[config.mk]
export PLATFORM = sky130hd
export DESIGN_NAME = uart_rx_fifo_flow_control_unit
export DESIGN_NICKNAME = d
export VERILOG_FILES = /design/src/design/uartfc_pkg.sv /design/src/design/uart_rx_fifo_flow_control_unit.sv /design/src/design/uartfc_cell.sv /design/src/design/uartfc_ring.sv /design/src/design/uartfc_tx.sv
export SDC_FILE = /design/constraint.sdc
export NUM_CORES = 1
export LEC_CHECK = 0
export BUFFER_PORTS_ARGS = -buffer_cell sky130_fd_sc_hd__buf_4
export CORE_ASPECT_RATIO = 1.25
export CORE_MARGIN = 3
export CORE_UTILIZATION = 57
export DETAILED_ROUTE_END_ITERATION = 12
export GPL_ROUTABILITY_DRIVEN = 0
export GPL_TIMING_DRIVEN = 0
export PLACE_DENSITY = 0.82
export SYNTH_ARGS = -nofsm -noshare
export SYNTH_HDL_FRONTEND = slang
export SYNTH_SLANG_ARGS = --single-unit
export TNS_END_PERCENT = 1
[constraint.sdc]
create_clock -name i_clk -period 7.1 [get_ports i_clk]
set_input_delay 0.355 -clock i_clk [delete_from_list [all_inputs] [get_ports i_clk]]
set_output_delay 0.355 -clock i_clk [all_outputs]
set_load 0.02 [all_outputs]
[src/design/uartfc_pkg.sv]
// Shared types and constants for the UART receive FIFO with RTS/CTS flow control.
package uartfc_pkg;

    localparam int unsigned CFG_W  = 6;
    localparam int unsigned BYTE_W = 8;

    typedef enum logic [2:0] {
        KIND_RX      = 3'd0,
        KIND_POP     = 3'd1,
        KIND_SEND    = 3'd2,
        KIND_RELEASE = 3'd3,
        KIND_RETRY   = 3'd4,
        KIND_TXDONE  = 3'd5
    } t_kind;

    typedef enum logic {
        CFG_CTS_ASSERT_FREE   = 1'b0,
        CFG_CTS_RELEASE_LEVEL = 1'b1
    } t_cfg_idx;

    typedef struct packed {
        logic              push;
        logic              pop;
        logic [BYTE_W-1:0] data;
    } t_ring_ctl;

    typedef struct packed {
        logic              send;
        logic              release_evt;
        logic              retry;
        logic [BYTE_W-1:0] data;
        logic              rts;
        logic              txe;
    } t_tx_req;

    typedef struct packed {
        logic              tx_valid;
        logic [BYTE_W-1:0] tx_byte;
        logic              send_status;
    } t_tx_res;

    // Field order from the most significant bit down to bit zero.
    typedef struct packed {
        logic [3:0]        pad;
        logic              overflow;
        logic [5:0]        rx_count;
        logic              sent_done;
        logic              send_status;
        logic [BYTE_W-1:0] tx_byte;
        logic              tx_valid;
        logic              cts_level;
        logic [BYTE_W-1:0] deliver_byte;
        logic              deliver_valid;
    } t_result;

endpackage

[src/design/uart_rx_fifo_flow_control_unit.sv]
// Top level of the UART receive FIFO with RTS/CTS flow control and held-byte transmit.
//
//  Channel   Direction  Ports                          Content
//  s         in         i_s_tvalid/o_s_tready          event: kind, byte, RTS pin, TX empty
//  m         out        o_m_tvalid/i_m_tready          result of one event
//  cfg       in         i_cfg_we/i_cfg_idx/i_cfg_data  CTS thresholds
//
// Every event completes in the cycle it is accepted; its result is registered and
// shown on the master side; one event per cycle is sustained while results are taken.
// A two-entry result buffer (output register plus skid register) decouples the
// sides: the slave side stalls only while both entries are full.
// Reset is synchronous and active low; it empties the queue and the result buffer.
module uart_rx_fifo_flow_control_unit
    import uartfc_pkg::*;
#(
    parameter int unsigned RING_DEPTH = 32
) (
    input  logic        i_clk,
    input  logic        i_rst_n,
    input  logic        i_s_tvalid,
    output logic        o_s_tready,
    // [7:0] data_byte, [8] rts_level, [9] tx_reg_empty, [15:10] zero
    input  logic [15:0] i_s_tdata,
    // [2:0] kind
    input  logic [2:0]  i_s_tuser,
    output logic        o_m_tvalid,
    input  logic        i_m_tready,
    // [0] deliver_valid, [8:1] deliver_byte, [9] cts_level, [10] tx_valid,
    // [18:11] tx_byte, [19] send_status, [20] sent_done, [26:21] rx_count,
    // [27] overflow, [31:28] zero
    output logic [31:0] o_m_tdata,
    input  logic        i_cfg_we,
    input  logic        i_cfg_idx,
    input  logic [5:0]  i_cfg_data
);

    localparam int unsigned CNT_W = $clog2(RING_DEPTH + 1);
    localparam int unsigned CMP_W = (CNT_W > CFG_W) ? CNT_W : CFG_W;

    logic              w_acc;
    logic              w_pop_out;
    t_kind             w_kind;
    logic [BYTE_W-1:0] w_byte;
    t_ring_ctl         w_ring_ctl;
    t_tx_req           w_tx_req;
    t_tx_res           w_tx_res;
    logic [BYTE_W-1:0] w_head;
    logic [CNT_W-1:0]  w_count;
    logic [CNT_W-1:0]  w_count_next;
    logic              w_full;
    logic              w_empty;
    t_result           w_res;

    logic [CFG_W-1:0]  r_cts_assert;
    logic [CFG_W-1:0]  r_cts_release;
    logic              r_cts;
    logic              n_cts;
    t_result           r_head;
    logic              r_head_v;
    t_result           r_skid;
    logic              r_skid_v;

    assign o_s_tready = !r_skid_v;
    assign w_acc      = i_s_tvalid && o_s_tready;
    assign w_pop_out  = r_head_v && i_m_tready;
    assign w_kind     = t_kind'(i_s_tuser);
    assign w_byte     = i_s_tdata[7:0];
    assign w_full     = (w_count == CNT_W'(RING_DEPTH));
    assign w_empty    = (w_count == '0);

    always_comb begin
        w_ring_ctl      = '0;
        w_ring_ctl.data = w_byte;
        w_tx_req        = '0;
        w_tx_req.data   = w_byte;
        w_tx_req.rts    = i_s_tdata[8];
        w_tx_req.txe    = i_s_tdata[9];
        if (w_acc) begin
            case (w_kind)
                KIND_RX:      w_ring_ctl.push      = 1'b1;
                KIND_POP:     w_ring_ctl.pop       = 1'b1;
                KIND_SEND:    w_tx_req.send        = 1'b1;
                KIND_RELEASE: w_tx_req.release_evt = 1'b1;
                KIND_RETRY:   w_tx_req.retry       = 1'b1;
                default:      ;
            endcase
        end
    end

    always_comb begin
        w_count_next = w_count;
        n_cts        = r_cts;
        if (w_ring_ctl.push) begin
            if (!w_full) begin
                w_count_next = w_count + 1'b1;
            end
            if ((CMP_W'(RING_DEPTH) - CMP_W'(w_count_next)) < CMP_W'(r_cts_assert)) begin
                n_cts = 1'b1;
            end
        end else if (w_ring_ctl.pop && !w_empty) begin
            w_count_next = w_count - 1'b1;
            if (CMP_W'(w_count) < CMP_W'(r_cts_release)) begin
                n_cts = 1'b0;
            end
        end
    end

    always_comb begin
        w_res               = '0;
        w_res.deliver_valid = w_ring_ctl.pop && !w_empty;
        w_res.deliver_byte  = w_res.deliver_valid ? w_head : '0;
        w_res.cts_level     = n_cts;
        w_res.tx_valid      = w_tx_res.tx_valid;
        w_res.tx_byte       = w_tx_res.tx_byte;
        w_res.send_status   = w_tx_res.send_status;
        w_res.sent_done     = (w_kind == KIND_TXDONE);
        w_res.rx_count      = 6'(w_count_next);
        w_res.overflow      = w_ring_ctl.push && w_full;
    end

    uartfc_ring #(
        .DEPTH (RING_DEPTH)
    ) u_ring (
        .i_clk   (i_clk),
        .i_rst_n (i_rst_n),
        .i_ctl   (w_ring_ctl),
        .o_head  (w_head),
        .o_count (w_count)
    );

    uartfc_tx u_tx (
        .i_clk   (i_clk),
        .i_rst_n (i_rst_n),
        .i_req   (w_tx_req),
        .o_res   (w_tx_res)
    );

    always_ff @(posedge i_clk) begin
        if (!i_rst_n) begin
            r_cts_assert  <= CFG_W'(5);
            r_cts_release <= CFG_W'(16);
            r_cts         <= 1'b0;
        end else begin
            r_cts <= n_cts;
            if (i_cfg_we) begin
                case (t_cfg_idx'(i_cfg_idx))
                    CFG_CTS_ASSERT_FREE:   r_cts_assert  <= i_cfg_data;
                    CFG_CTS_RELEASE_LEVEL: r_cts_release <= i_cfg_data;
                    default:               ;
                endcase
            end
        end
    end

    always_ff @(posedge i_clk) begin
        if (!i_rst_n) begin
            r_head_v <= 1'b0;
            r_skid_v <= 1'b0;
        end else begin
            if (w_pop_out) begin
                if (r_skid_v) begin
                    r_head_v <= 1'b1;
                    r_skid_v <= 1'b0;
                end else begin
                    r_head_v <= w_acc;
                end
            end else if (w_acc) begin
                if (r_head_v) begin
                    r_skid_v <= 1'b1;
                end else begin
                    r_head_v <= 1'b1;
                end
            end
        end
    end

    always_ff @(posedge i_clk) begin
        if (w_pop_out) begin
            r_head <= r_skid_v ? r_skid : w_res;
        end else if (w_acc) begin
            if (r_head_v) begin
                r_skid <= w_res;
            end else begin
                r_head <= w_res;
            end
        end
    end

    assign o_m_tvalid = r_head_v;
    assign o_m_tdata  = r_head;

    a_skid_needs_head: assert property (@(posedge i_clk) disable iff (!i_rst_n)
        r_skid_v |-> r_head_v)
        else $error("Skid register holds a result while the output register is empty.");

    a_count_bound: assert property (@(posedge i_clk) disable iff (!i_rst_n)
        w_count <= CNT_W'(RING_DEPTH))
        else $error("Receive queue count exceeds its depth.");

    a_full_stays_full: assert property (@(posedge i_clk) disable iff (!i_rst_n)
        (w_ring_ctl.push && w_full) |=> w_full)
        else $error("A dropped byte changed the receive queue count.");

    a_result_kept: assert property (@(posedge i_clk) disable iff (!i_rst_n)
        (r_head_v && !i_m_tready) |=> r_head_v)
        else $error("An untaken result was lost from the output register.");

endmodule

[src/design/uartfc_cell.sv]
// One storage cell of the receive chain: holds a byte and shifts towards the head on a pop.
module uartfc_cell
    import uartfc_pkg::*;
(
    input  logic              i_clk,
    input  logic              i_pop,
    input  logic              i_load,
    input  logic [BYTE_W-1:0] i_byte,
    input  logic [BYTE_W-1:0] i_next,
    output logic [BYTE_W-1:0] o_data
);

    logic [BYTE_W-1:0] r_data;
    logic [BYTE_W-1:0] n_data;

    always_comb begin
        n_data = r_data;
        if (i_pop) begin
            n_data = i_next;
        end else if (i_load) begin
            n_data = i_byte;
        end
    end

    always_ff @(posedge i_clk) begin
        r_data <= n_data;
    end

    assign o_data = r_data;

endmodule

[src/design/uartfc_ring.sv]
// Receive queue built as a chain of cells with the oldest byte always in the first cell.
module uartfc_ring
    import uartfc_pkg::*;
#(
    parameter int unsigned DEPTH = 32,
    localparam int unsigned CNT_W = $clog2(DEPTH + 1)
) (
    input  logic              i_clk,
    input  logic              i_rst_n,
    input  t_ring_ctl         i_ctl,
    output logic [BYTE_W-1:0] o_head,
    output logic [CNT_W-1:0]  o_count
);

    logic [CNT_W-1:0]  r_count;
    logic [CNT_W-1:0]  n_count;
    logic              w_push;
    logic              w_pop;
    logic [BYTE_W-1:0] w_data [DEPTH];
    logic [BYTE_W-1:0] w_next [DEPTH];

    assign w_push = i_ctl.push && (r_count != CNT_W'(DEPTH));
    assign w_pop  = i_ctl.pop && (r_count != '0);

    always_comb begin
        n_count = r_count;
        if (w_push) begin
            n_count = r_count + 1'b1;
        end else if (w_pop) begin
            n_count = r_count - 1'b1;
        end
    end

    always_ff @(posedge i_clk) begin
        if (!i_rst_n) begin
            r_count <= '0;
        end else begin
            r_count <= n_count;
        end
    end

    for (genvar g = 0; g < DEPTH; g++) begin : g_cell
        if (g == DEPTH - 1) begin : g_last
            assign w_next[g] = w_data[g];
        end else begin : g_mid
            assign w_next[g] = w_data[g+1];
        end
        uartfc_cell u_cell (
            .i_clk  (i_clk),
            .i_pop  (w_pop),
            .i_load (w_push && (r_count == CNT_W'(g))),
            .i_byte (i_ctl.data),
            .i_next (w_next[g]),
            .o_data (w_data[g])
        );
    end

    assign o_head  = w_data[0];
    assign o_count = r_count;

endmodule

[src/design/uartfc_tx.sv]
// Transmit side: send gating on release, partner RTS and transmitter empty, with a held byte.
module uartfc_tx
    import uartfc_pkg::*;
(
    input  logic    i_clk,
    input  logic    i_rst_n,
    input  t_tx_req i_req,
    output t_tx_res o_res
);

    logic              r_released;
    logic              n_released;
    logic              r_pending;
    logic              n_pending;
    logic [BYTE_W-1:0] r_byte;
    logic [BYTE_W-1:0] n_byte;
    logic              w_attempt;
    logic              w_ok;

    always_comb begin
        n_released = r_released || i_req.release_evt;
        n_byte     = i_req.send ? i_req.data : r_byte;
        w_attempt  = i_req.send || ((i_req.release_evt || i_req.retry) && r_pending);
        w_ok       = n_released && !i_req.rts && i_req.txe;
        n_pending  = r_pending;
        o_res      = '0;
        if (w_attempt) begin
            n_pending         = !w_ok;
            o_res.send_status = !w_ok;
            o_res.tx_valid    = w_ok;
            o_res.tx_byte     = w_ok ? n_byte : '0;
        end
    end

    always_ff @(posedge i_clk) begin
        if (!i_rst_n) begin
            r_released <= 1'b0;
            r_pending  <= 1'b0;
            r_byte     <= '0;
        end else begin
            r_released <= n_released;
            r_pending  <= n_pending;
            r_byte     <= n_byte;
        end
    end

endmodule
Word-level counts from Yosys, hierarchy flattened
Cells that the tools add are included.
{"block": "word_totals", "ramBits": 0, "memories": 0, "in_bits": 31, "mem_bits_ro": 0, "ff_bits": 347, "latchBits": 0}
{"block": "op_classes", "n_addsub": 3, "n_bitwise": 4, "multipliers": 0, "n_shift": 0, "div": 0, "n_lt_le_gt_ge": 2, "muxes": 90, "n_reduce_logical": 91, "n_eq_ne": 39}
{"operator": "8-bit two-way mux", "count": 65}
{"operator": "6-bit by 5-bit equality test with 1-bit output, second input constant", "count": 16}
{"operator": "32-bit two-way mux", "count": 3}
{"operator": "2-bit nonzero test", "count": 33}
{"operator": "6-bit by 4-bit equality test with 1-bit output, second input constant", "count": 8}
{"operator": "1-bit logical AND", "count": 41}
{"operator": "6-bit two-way mux", "count": 6}
{"operator": "28-bit two-way mux", "count": 1}
{"operator": "6-bit by 3-bit equality test with 1-bit output, second input constant", "count": 4}
{"operator": "6-bit by 2-bit equality test with 1-bit output, second input constant", "count": 2}
{"operator": "6-bit < comparator", "count": 2}
{"operator": "1-bit two-way mux", "count": 12}
{"operator": "10-bit two-way mux", "count": 1}
{"operator": "2-bit AND reduction", "count": 5}
{"operator": "6-bit by 1-bit adder with 6-bit output, second input constant", "count": 1}
{"operator": "3-bit by 2-bit equality test with 1-bit output, second input constant", "count": 2}
{"operator": "3-bit equality test, second input constant", "count": 2}
{"operator": "6-bit by 1-bit equality test with 1-bit output, second input constant", "count": 1}
{"operator": "6-bit equality test, second input constant", "count": 1}
{"operator": "6-bit zero test", "count": 1}
{"operator": "6-bit inequality test, second input constant", "count": 1}
{"operator": "6-bit nonzero test", "count": 1}
{"operator": "6-bit by 1-bit subtractor with 6-bit output, second input constant", "count": 1}
{"operator": "6-bit subtractor, first input constant", "count": 1}
{"operator": "10 further kinds", "count": 18}

Depth between registers and ports, before layout
Gate-level depths: netlist (run 1).
{"block": "depth", "ltp_word": 11, "ltp_mapped": 18, "ltp_nobuf": 15}

Hierarchy
Synthesis (run 1) repeated with hierarchy kept, for this count alone.
{"block": "unflattened", "cells_unflattened": 1045, "hier_area_um2": 16807.4}
{"module": "uartfc_cell", "instances": 32, "cells_each": 18, "area_each_um2": 377.9, "seq_area_each_um2": 240.2}
{"module": "uart_rx_fifo_flow_control_unit", "instances": 1, "cells_each": 307, "area_each_um2": 3459.6, "seq_area_each_um2": 1981.9}
{"module": "uartfc_ring", "instances": 1, "cells_each": 118, "area_each_um2": 804.5, "seq_area_each_um2": 120.1}
{"module": "uartfc_tx", "instances": 1, "cells_each": 44, "area_each_um2": 451.7, "seq_area_each_um2": 200.2}

Least setup slack after synthesis (run 1)
Ideal clock, no wire load.
{"block": "synth_timing", "path_kind": "reg2reg", "startpoint": "register u_ring.r_count[0] (netlist: u_ring.o_count[0])", "endpoint": "register r_head, in the netlist o_m_tdata[9], data pin", "arrival_time_ns": 3.314, "t_required_ns": 6.840, "n_path_buf": 3, "setup_slack_ns": 3.526, "synth_period_minus_slack_ns": 3.574, "stages_incl_launch_ff": 18, "cell_sequence": "dfxtp_1 clkbuf_1 inv_1 ha_1 or3b_1 buf_2 or2_0 buf_2 a21oi_1 ha_1 nand3_1 xnor2_1 ha_1 and4_1 o21ai_0 a211oi_2 o22ai_1 mux2_2"}
{"block": "synth_via", "elab_chain_len": 10, "elab_cells_between_ends": 18, "classes_between": "add/sub (2); order compare (2); eq/ne (1); mux (10); reduce/logical (3)"}
{"element": "start, declared", "line": "uartfc_ring.sv:15", "source": "logic [CNT_W-1:0] r_count;"}
{"element": "start signal, assigned", "line": "uartfc_ring.sv:38", "source": "r_count <= n_count;"}
{"element": "6-bit by 1-bit adder with 6-bit output / 6-bit equality test (equally long branches)", "line": "uart_rx_fifo_flow_control_unit.sv:95, uart_rx_fifo_flow_control_unit.sv:68"}
{"element": "6-bit two-way mux", "line": "uart_rx_fifo_flow_control_unit.sv:94", "source": "if (!w_full) begin"}
{"element": "6-bit two-way mux", "line": "uart_rx_fifo_flow_control_unit.sv:93", "source": "if (w_ring_ctl.push) begin"}
{"element": "6-bit subtractor", "line": "uart_rx_fifo_flow_control_unit.sv:97", "source": "if ((CMP_W'(RING_DEPTH) - CMP_W'(w_count_next)) < CMP_W'(r_cts_assert)) begin"}
{"element": "6-bit < comparator", "line": "uart_rx_fifo_flow_control_unit.sv:97"}
{"element": "1-bit two-way mux", "line": "uart_rx_fifo_flow_control_unit.sv:97"}
{"element": "1-bit two-way mux (*)", "line": "uart_rx_fifo_flow_control_unit.sv:93"}
{"element": "named net n_cts", "line": "uart_rx_fifo_flow_control_unit.sv:57", "source": "logic n_cts;"}
{"element": "32-bit two-way mux", "line": "uart_rx_fifo_flow_control_unit.sv:181", "source": "if (r_head_v) begin"}
{"element": "32-bit two-way mux", "line": "uart_rx_fifo_flow_control_unit.sv:180", "source": "end else if (w_acc) begin"}
{"element": "32-bit two-way mux (*)", "line": "uart_rx_fifo_flow_control_unit.sv:178", "source": "if (w_pop_out) begin"}
{"element": "end signal, assigned", "line": "uart_rx_fifo_flow_control_unit.sv:179", "source": "r_head <= r_skid_v ? r_skid : w_res;"}
{"element": "end signal, assigned", "line": "uart_rx_fifo_flow_control_unit.sv:184", "source": "r_head <= w_res;"}
{"element": "end, declared", "line": "uart_rx_fifo_flow_control_unit.sv:58", "source": "t_result r_head;"}
Mark *: on every way through the listed nets, which the timed path passes. The rest lies on a longest branch. The select of a mux whose other input is x is not followed.
A chain may end at the register's enable or synchronous reset.

Worst setup path after layout (run 1)
Same ends and word-level chain as after synthesis.

==> results of run 1 <==
[layout by cell type, fill, tap and decap left out, types with 5 or more instances in the layout]
cell type	n
a21boi_0	10
a21o_1	268
a21oi_1	7
and2_1	18
buf_2	55
buf_4	57
clkbuf_1	38
clkbuf_16	37
dfxtp_1	31
edfxtp_1	312
ha_1	16
inv_1	19
mux2_2	7
mux2i_1	9
nand2_1	44
nand2b_1	6
nand3_1	18
nor2_1	22
nor2b_1	16
o21ai_0	38
xnor2_1	7
xor2_1	5
[flip-flops by register name, summed over array words and instances, names as in the netlist]
signal	count
u_tx.r_released	1
u_ring.g_cell.u_cell.o_data	256
o_m_tvalid	1
u_ring.o_count	6
o_m_tdata	28
r_skid	28
u_tx.r_byte	8
u_tx.r_pending	1
r_cts	1
r_skid_v	1
r_cts_release	6
r_cts_assert	6
[per-layer routing]
layer / wire, microns / part of all wire (%) / track usage [%]
met1: 11000 / 39 / 27.2
met2: 14800 / 52 / 37.4
met3: 1600 / 5.6 / 3.61
met4: 1030 / 3.6 / 8.06
met5: 0 / 0 / 0
[power groups by stage]
stage,logic (mW),registers [mW],clock network (mW)
3_3_place_gp,0.282,2.31,0
6_report,0.301,2.27,1.81
3_5_place_dp,0.295,2.31,0
5_1_grt,0.330,2.27,1.92
2_1_floorplan,0.181,2.33,0
4_1_cts,0.300,2.27,1.85
[kinds of logic after synthesis]
| family | synth area share, % |
|---|---|
| AOI/OAI and AO/OA | 17.6 |
| xor gates and xnor gates | 0.737 |
| adders and majority gates | 1.40 |
| buffers and inverters | 3.54 |
| DFF | 70.0 |
| muxes | 1.18 |
| other | 0.0263 |
| and+or+nand+nor | 5.44 |
[worst paths after layout]
check | start | to | slack (ns) | depth (start not counted)
setup / recovery | u_ring.o_count[0] | o_m_tdata[9] | 2.86 | 18
hold / removal | i_s_tdata[1] | u_ring.g_cell[31].u_cell.o_data[1] | 0.05 | 1
setup reg to reg | u_ring.o_count[0] | o_m_tdata[9] | 2.86 | 18
hold reg to reg | r_cts_assert[5] | r_cts_assert[5] | 0.46 | 2
[final cells by class]
cell class | count | area [sq um]
tap | 330 | 413
timing repair buffer | 56 | 443
clock buffer | 50 | 973
buffer | 87 | 428
clock inverter | 13 | 165
inverter | 20 | 77.6
sequential | 343 | 9990
multi-input combinational | 543 | 3790
fill | 1691 | 8300
==> metrics.csv, run 1 <==
metric;value;unit
power per cell area;269;nW/um^2
hold buffers post-CTS;0;
CP most frequent cell;ha_1;
slowest stage cell, crit path;clkbuf_1;
row count;64;
Setup crit end kind;register;
Antenna Nets Post-Route;0;
leading area contributor after synthesis;edfxtp_1;
share of cells above drive strength 1;16.6;%
first drt pass iteration count;5;
Detailed Place HPWL;19.6;mm
placed insts;1376;
Power Internal;3.45;mW
CTS Buf Count;35;
min Tclk post-route;4.24;ns
drt first-iter violations;802;
number of buffers added on ports;52;
Post-Syn Area per Cell;14.4;sq um
fmax;0.236;GHz
combinational share of power;6.9;%
Worst path max stage delay;0.44;ns
Ys Warns;0;
switching power share of the total;21.3;%
period utilization;59.7;%
I/O pins;65;
Final setup viols;0;
pin count of the biggest net entering global routing;29;
Final Power;4.38;mW
Slew headroom;5.89;%
Post-Route Skew;0.0168;ns
clk slew on worst S/H paths;0.06;ns
status;completed;
cell family with most CP delay;buffers and inverters;
Total Neg Setup Slack;0;ns
Initial Util;58.0;%
wire length per cell;19.7;microns
top-count cell post-synth;edfxtp_1;
max_cap viols;0;
Arrival @ worst endpoint;4.50;ns
worst path cell trace;clkbuf_1, inv_1, ha_1, or3b_1, buf_2, or2_0, buf_2, nor2_1, a21oi_1, ha_1, nand3_1, xnor2_1, ha_1, and4_1, o21ai_0, a211oi_2, o22ai_1, mux2_2;
final core utilization;66.2;%
Area contributors post-synth;edfxtp_1 (66%), a21o_1 (14%), dfxtp_1 (4.4%);
Hold Worst Slack;0.0544;ns
startpoint types;register;
cts repair resizes;0;
vias per cell;5.82;
n_diodes;0;
worst setup path class;register to register;
final wirelength;28.4;mm
Synth top area share;65.7;%
vias in the first global route;8630;
pre-CTS setup slack;2.92;ns
actual slew at the worst max-slew pin;1.40;ns
H-tree depth;2;
Worst Hold Class;input pin to register;
initial antenna violation count;0;
deepest clock path buffer count;3;
clock power share;41.4;%
synthesis-stage register bit count;343;
worst skew pair latency;0.52;ns
synthesized cell area;14300;sq um
Leak;7.01;nW
CTS tree;yes;
number of remaining DRC errors;0;
global-route wire length before repair;45.8;mm
Synth cell types;55;
Die Wd;147;microns
Post-Layout Cell Count;1442;
Core ar.;24600;sq um
Synth top cells by count;edfxtp_1 (312), a21o_1 (268), buf_2 (54), nand2_1 (44), o21ai_0 (41);
grt ovf;0;
Peak VDD IR;0.196;mV
Synth Flop Type;edfxtp_1;
Area growth, synth to finish;14.2;%
final worst setup slack;2.86;ns
Post-synth EDFFs;312;
CP max FO;10;
post-layout net count;1133;
fin area;16300;sq um
Global Route Usage Sum;21.4;%
clock root buffer;clkbuf_16;
Sw Pwr;0.932;mW
Setup Fix Bufs, Post-CTS;0;
placed inst area;15100;sq um
RSZ-0062 raised after global routing;false;
Slew Limit Fails;0;
Sink Count;343;
Via Count;8396;
worst path bufs/invs;4;
asr flop ratio synth;0;%
Final Hold Vio Count;0;
Seq/Total Area, Yosys;70.0;%
sequential share of power;51.8;%
Critical Path RT;7.36;ns
DIE AREA;27000;sq um
Cells after Synth;990;
DIE HEIGHT;183;microns
Power figures use the tool's default switching activity.
==> run 2, diff against run 1 <==
--- a/config.mk
+++ b/config.mk
@@ -5,10 +5,11 @@
 export SDC_FILE = /design/constraint.sdc
 export NUM_CORES = 1
 export LEC_CHECK = 0
+export ABC_AREA = 1
 export BUFFER_PORTS_ARGS = -buffer_cell sky130_fd_sc_hd__buf_4
 export CORE_ASPECT_RATIO = 1.25
 export CORE_MARGIN = 3
-export CORE_UTILIZATION = 57
+export CORE_UTILIZATION = 55
 export DETAILED_ROUTE_END_ITERATION = 12
 export GPL_ROUTABILITY_DRIVEN = 0
 export GPL_TIMING_DRIVEN = 0
==> constraint.sdc (replaced) <==
create_clock -name i_clk -period 3.7 [get_ports i_clk]
set_input_delay 0.185 -clock i_clk [delete_from_list [all_inputs] [get_ports i_clk]]
set_output_delay 0.185 -clock i_clk [all_outputs]
set_load 0.02 [all_outputs]
==> run 2 against run 1 <==
Compared with the run above:
- global-route usage barely moved
- critical path depth fell by 2
- sequential power rose by 91%
- critical path type unchanged
- largest cell class unchanged
- largest power group unchanged
==> metrics.csv, run 2 <==
metric;value;unit
Total Neg Setup Slack;0;ns
asr flop ratio synth;0;%
number of buffers added on ports;54;
vias per cell;5.40;
clock root buffer;clkbuf_16;
Synth cell types;44;
Synth top area share;65.5;%
row count;65;
first drt pass iteration count;5;
clock power share;40.9;%
sequential share of power;53.1;%
Antenna Nets Post-Route;0;
RSZ-0062 raised after global routing;false;
worst path cell trace;inv_1, ha_1, nand3_2, nand2_1, o21ai_2, inv_1, ha_1, o211ai_1, xnor2_1, ha_1, nand2_1, o2111a_1, nand2_1, nand3_1, nand2_1, inv_1;
final wirelength;30.2;mm
global-route wire length before repair;48.3;mm
Initial Util;56.2;%
n_diodes;0;
share of cells above drive strength 1;13.8;%
status;completed;
number of remaining DRC errors;0;
Ys Warns;0;
max_cap viols;0;
Seq/Total Area, Yosys;69.8;%
top-count cell post-synth;nand2_1;
Post-Route Skew;0.0208;ns
Synth top cells by count;nand2_1 (626), edfxtp_1 (312), inv_1 (66), o21ai_0 (45), nor2_1 (34);
leading area contributor after synthesis;edfxtp_1;
Peak VDD IR;0.442;mV
worst skew pair latency;0.51;ns
DIE AREA;28000;sq um
most frequent cells in the layout;nand2_1 (626), edfxtp_1 (312), buf_4 (81), inv_1 (66), o21ai_0 (39);
CP max FO;9;
min Tclk post-route;3.40;ns
Area growth, synth to finish;15.1;%
CTS Buf Count;34;
Slew headroom;9.69;%
Leak;6.64;nW
max FFs per register;256;
I/O pins;65;
Final Hold Vio Count;0;
pre-CTS setup slack;0.407;ns
Slew Limit Fails;0;
Sink Count;343;
Post-synth EDFFs;312;
final worst setup slack;0.297;ns
wire length per cell;17.0;microns
Worst Hold Class;input pin to register;
Setup crit end kind;register;
initial antenna violation count;0;
Global Route Usage Sum;21.5;%
pin count of the biggest net entering global routing;20;
Power Internal;6.44;mW
Sw Pwr;1.73;mW
Core ar.;25500;sq um
Final setup viols;0;
Post-Syn Area per Cell;10.9;sq um
worst setup path class;register to register;
power per cell area;496;nW/um^2
clk slew on worst S/H paths;0.07;ns
switching power share of the total;21.1;%
CTS tree;yes;
actual slew at the worst max-slew pin;1.34;ns
combinational share of power;6.0;%
post-layout net count;1470;
Via Count;9618;
Hold Worst Slack;0.0232;ns
commonest non-fill, non-tap cell in the layout;nand2_1;
slowest stage cell, crit path;ha_1;
H-tree depth;2;
Setup Fix Bufs, Post-CTS;0;
synthesized cell area;14300;sq um
grt ovf;0;
Die Wd;150;microns
synthesis-stage register bit count;343;
Synth Flop Type;edfxtp_1;
Arrival @ worst endpoint;3.67;ns
Area contributors post-synth;edfxtp_1 (65%), nand2_1 (16%), dfxtp_1 (4.3%);
drt first-iter violations;819;
Detailed Place HPWL;20.4;mm
vias in the first global route;9736;
final core utilization;64.7;%
Critical Path RT;3.96;ns
deepest clock path buffer count;3;
Worst path max stage delay;0.43;ns
Cells after Synth;1308;
fmax;0.294;GHz
startpoint types;register;
CP most frequent cell;nand2_1;
DIE HEIGHT;186;microns
period utilization;92.0;%
run 2: cell types whose count changed in the layout (fill, tap and decap cells not counted), moves of 9 or more:
| cell | change |
|---|---|
| mux2i_1 | -9 |
| buf_4 | +24 |
| nor2_1 | +11 |
| o21ai_1 | +11 |
| nand2_1 | +582 |
| inv_1 | +47 |
| a21o_1 | -268 |
| buf_2 | -29 |
| a21boi_0 | -10 |
| and2_1 | -18 |
| nor2b_1 | -16 |
| dlygate4sd3_1 | +19 |
run 2: power groups by stage:
stage | sequential [mW] | combinational (mW) | clock [mW]
6_report | 4.34 | 0.491 | 3.34
5_1_grt | 4.34 | 0.539 | 3.53
4_1_cts | 4.34 | 0.487 | 3.37
3_5_place_dp | 4.42 | 0.464 | 0
3_3_place_gp | 4.42 | 0.436 | 0
2_1_floorplan | 4.45 | 0.263 | 0
run 2: critical path: cells and delay by family (launching register included):
family	cells	cell delay (ns)
AOI/OAI and AO/OA	3	0.40
buffers and inverters	3	0.48
adders and majority gates	3	0.92
and+or+nand+nor	6	0.77
DFF	1	0.40
xor gates and xnor gates	1	0.17
run 2: stage by stage:
step / total power [mW] / cells / instance area [sq um]
final: 8.17 / 1780 / 16500
after global placement: 4.85 / 1700 / 15100
after floorplan: 4.71 / 1311 / 14300
after global routing: 8.41 / 1780 / 16500
after detailed placement: 4.88 / 1702 / 15200
after CTS: 8.19 / 1779 / 16500
run 2: path summary, 6_finish.rpt:
kind	startpoint	endpoint	slack [ns]	cells past startpoint
setup / recovery	u_ring.o_count[0]	o_m_tdata[9]	0.30	16
hold / removal	i_cfg_idx	r_cts_assert[0]	0.02	4
setup reg to reg	u_ring.o_count[0]	o_m_tdata[9]	0.30	16
hold reg to reg	r_cts_assert[5]	r_cts_assert[5]	0.47	2
run 2: final cells by class:
cell class | count | area [sq um]
timing repair buffer | 76 | 633
multi-input combinational | 823 | 3650
fill | 1761 | 8990
tap | 335 | 419
inverter | 73 | 277
sequential | 343 | 9990
buffer | 72 | 427
clock inverter | 4 | 48.8
clock buffer | 54 | 1020
run 2: cell families after synthesis:
family | synth area share, %
flops | 69.8
xor+xnor | 0.551
simple gates | 19.5
fa+ha+maj | 1.40
buf+inv | 4.92
compound gates | 3.79
other cells | 0.0262
run 2: timing repair:
item | 4_1_cts | 5_1_grt
gates resized for setup | 0 | 0
hold buffers | 19 | 0
endpoints found under the hold margin | 28 | 0
run 2: layer usage:
metal	track usage [%]	vias to the layer above	share of wire, %
met5	0	-	0
met4	8.31	0	3.3
met3	3.04	76	5.4
met2	37.6	380	51
met1	26.9	4640	40
li1	-	4522	-
==> run 3, diff against run 2 <==
--- a/config.mk
+++ b/config.mk
@@ -13,6 +13,7 @@
 export DETAILED_ROUTE_END_ITERATION = 12
 export GPL_ROUTABILITY_DRIVEN = 0
 export GPL_TIMING_DRIVEN = 0
+export HOLD_SLACK_MARGIN = 0.03
 export PLACE_DENSITY = 0.82
 export SYNTH_ARGS = -nofsm -noshare
 export SYNTH_HDL_FRONTEND = slang
==> run 3 against run 2 <==
Compared with the run above:
- die area is the same
- clock skew shrank 0.0014 ns
- highest routed layer unchanged
- global-route usage grew 0.20 points
- non-clock buffer count grew 4
- largest cell class unchanged
- clock power is essentially flat
==> metrics.csv, run 3 (synthesis results as in run 2) <==
metric;value;unit
status;completed;
n_diodes;0;
Via Count;9620;
sequential share of power;53.0;%
share of cells above drive strength 1;13.7;%
Sw Pwr;1.73;mW
pre-CTS setup slack;0.407;ns
fin area;16500;sq um
max FFs per register;256;
DIE AREA;28000;sq um
initial antenna violation count;0;
cts repair resizes;0;
final wirelength;30.4;mm
Worst path max stage delay;0.43;ns
pin count of the biggest net entering global routing;20;
Leak;6.65;nW
worst setup path class;register to register;
worst path cell trace;inv_1, ha_1, nand3_2, nand2_1, o21ai_2, inv_1, ha_1, o211ai_1, xnor2_1, ha_1, nand2_1, o2111a_1, nand2_1, nand3_1, nand2_1, inv_1;
I/O pins;65;
Setup crit end kind;register;
Setup Fix Bufs, Post-CTS;0;
Global Route Usage Sum;21.7;%
slowest stage cell, crit path;ha_1;
power per cell area;495;nW/um^2
period utilization;92.0;%
wire length per cell;17.1;microns
startpoint types;register;
combinational share of power;6.1;%
Arrival @ worst endpoint;3.67;ns
Worst R2R Start;u_ring.o_count[0];
switching power share of the total;21.1;%
Slew headroom;9.93;%
row count;65;
number of buffers added on ports;54;
CP max FO;9;
CTS Buf Count;34;
r2r setup slk;0.30;ns
cell family with most CP delay;adder cells;
min Tclk post-route;3.40;ns
final core utilization;64.8;%
grt ovf;0;
placed inst area;15200;sq um
Hold Path End;o_m_tvalid;
actual slew at the worst max-slew pin;1.34;ns
depth of the worst register-to-register path;16;
deepest clock path buffer count;3;
vias in the first global route;9785;
Fill cells;1755;
number of remaining DRC errors;0;
clock root buffer;clkbuf_16;
Post-Route Skew;0.0194;ns
Sink Count;343;
final worst setup slack;0.296;ns
Initial Util;56.2;%
CP most frequent cell;nand2_1;
Power Internal;6.45;mW
Final setup viols;0;
Area growth, synth to finish;15.4;%
worst path bufs/invs;3;
Worst Hold Class;input pin to register;
hold buffers post-CTS;23;
Final Hold Vio Count;0;
Hold Worst Slack;0.0859;ns
drt first-iter violations;818;
worst skew pair latency;0.51;ns
hold path cells;4;
DIE HEIGHT;186;microns
global-route wire length before repair;48.8;mm
Hold Startpoint;i_m_tready;
fmax;0.294;GHz
Die Wd;150;microns
max_cap viols;0;
vias per cell;5.39;
post-layout net count;1474;
Core ar.;25500;sq um
H-tree depth;2;
Detailed Place HPWL;20.4;mm
Critical Path RT;3.96;ns
first drt pass iteration count;7;
commonest non-fill, non-tap cell in the layout;nand2_1;
clock power share;40.9;%
Antenna Nets Post-Route;0;
CTS tree;yes;
RSZ-0062 raised after global routing;false;
clk slew on worst S/H paths;0.07;ns
Peak VDD IR;0.442;mV
r2r endpoint;o_m_tdata[9];
Slew Limit Fails;0;
most frequent cells in the layout;nand2_1 (626), edfxtp_1 (312), buf_4 (81), inv_1 (66), o21ai_0 (39);
==> run 3: how the worst max path moves through the flow <==
stage                            from      endpoint  slack [ns]  cells after the start
floorplan                    r_skid_v  o_m_tdata[0]        0.66                      3
global placement             r_skid_v  o_m_tdata[4]       -0.33                      3
detailed placement  u_ring.o_count[0]  o_m_tdata[9]        0.41                     16
CTS                 u_ring.o_count[0]  o_m_tdata[9]        0.38                     16
global route        u_ring.o_count[0]  o_m_tdata[9]        0.10                     16
finish              u_ring.o_count[0]  o_m_tdata[9]        0.30                     16
==> run 3: through the flow <==
stage	power (mW)	TNS, ns	cells
finish	8.18	0	1784
global route	8.41	0	1784
CTS	8.19	0	1783
detailed placement	4.88	0	1702
global placement	4.85	-9.14	1700
floorplan	4.71	0	1311
==> run 3: power groups by stage <==
stage               Combinational, mW  Clock, mW  Sequential (mW)
finish                          0.495       3.34             4.34
global route                    0.543       3.53             4.34
CTS                             0.490       3.37             4.34
detailed placement              0.464          0             4.42
global placement                0.436          0             4.42
floorplan                       0.263          0             4.45
==> run 3: layout make-up <==
class	instances	area, sq um	share of cell area, %
Timing Repair Buffer	80	673	4.08
Sequential cell	343	9990	60.5
Buffer	72	427	2.58
Multi-Input combinational cell	823	3650	22.1
Clock inverter	4	48.8	0.296
Tap cell	335	419	2.54
Inverter	73	277	1.68
Clock buffer	54	1020	6.18
==> run 3: metal layers <==
metal | vias up | routed length (microns) | global-route usage (%)
met3 | 78 | 1660 | 2.87
met1 | 4638 | 12100 | 27.2
met5 | - | 0 | 0
li1 | 4530 | - | -
met2 | 374 | 15700 | 38.5
met4 | 0 | 953 | 7.57
==> run 3: worst reg2reg max path, cell delays in order (launching register included) <==
cell and delay [ns]:
dfxtp_1 0.39, inv_1 0.33, ha_1 0.43, nand3_2 0.29
nand2_1 0.15, o21ai_2 0.07, inv_1 0.11, ha_1 0.19
o211ai_1 0.11, xnor2_1 0.17, ha_1 0.30, nand2_1 0.07
o2111a_1 0.23, nand2_1 0.13, nand3_1 0.09, nand2_1 0.07
inv_1 0.04
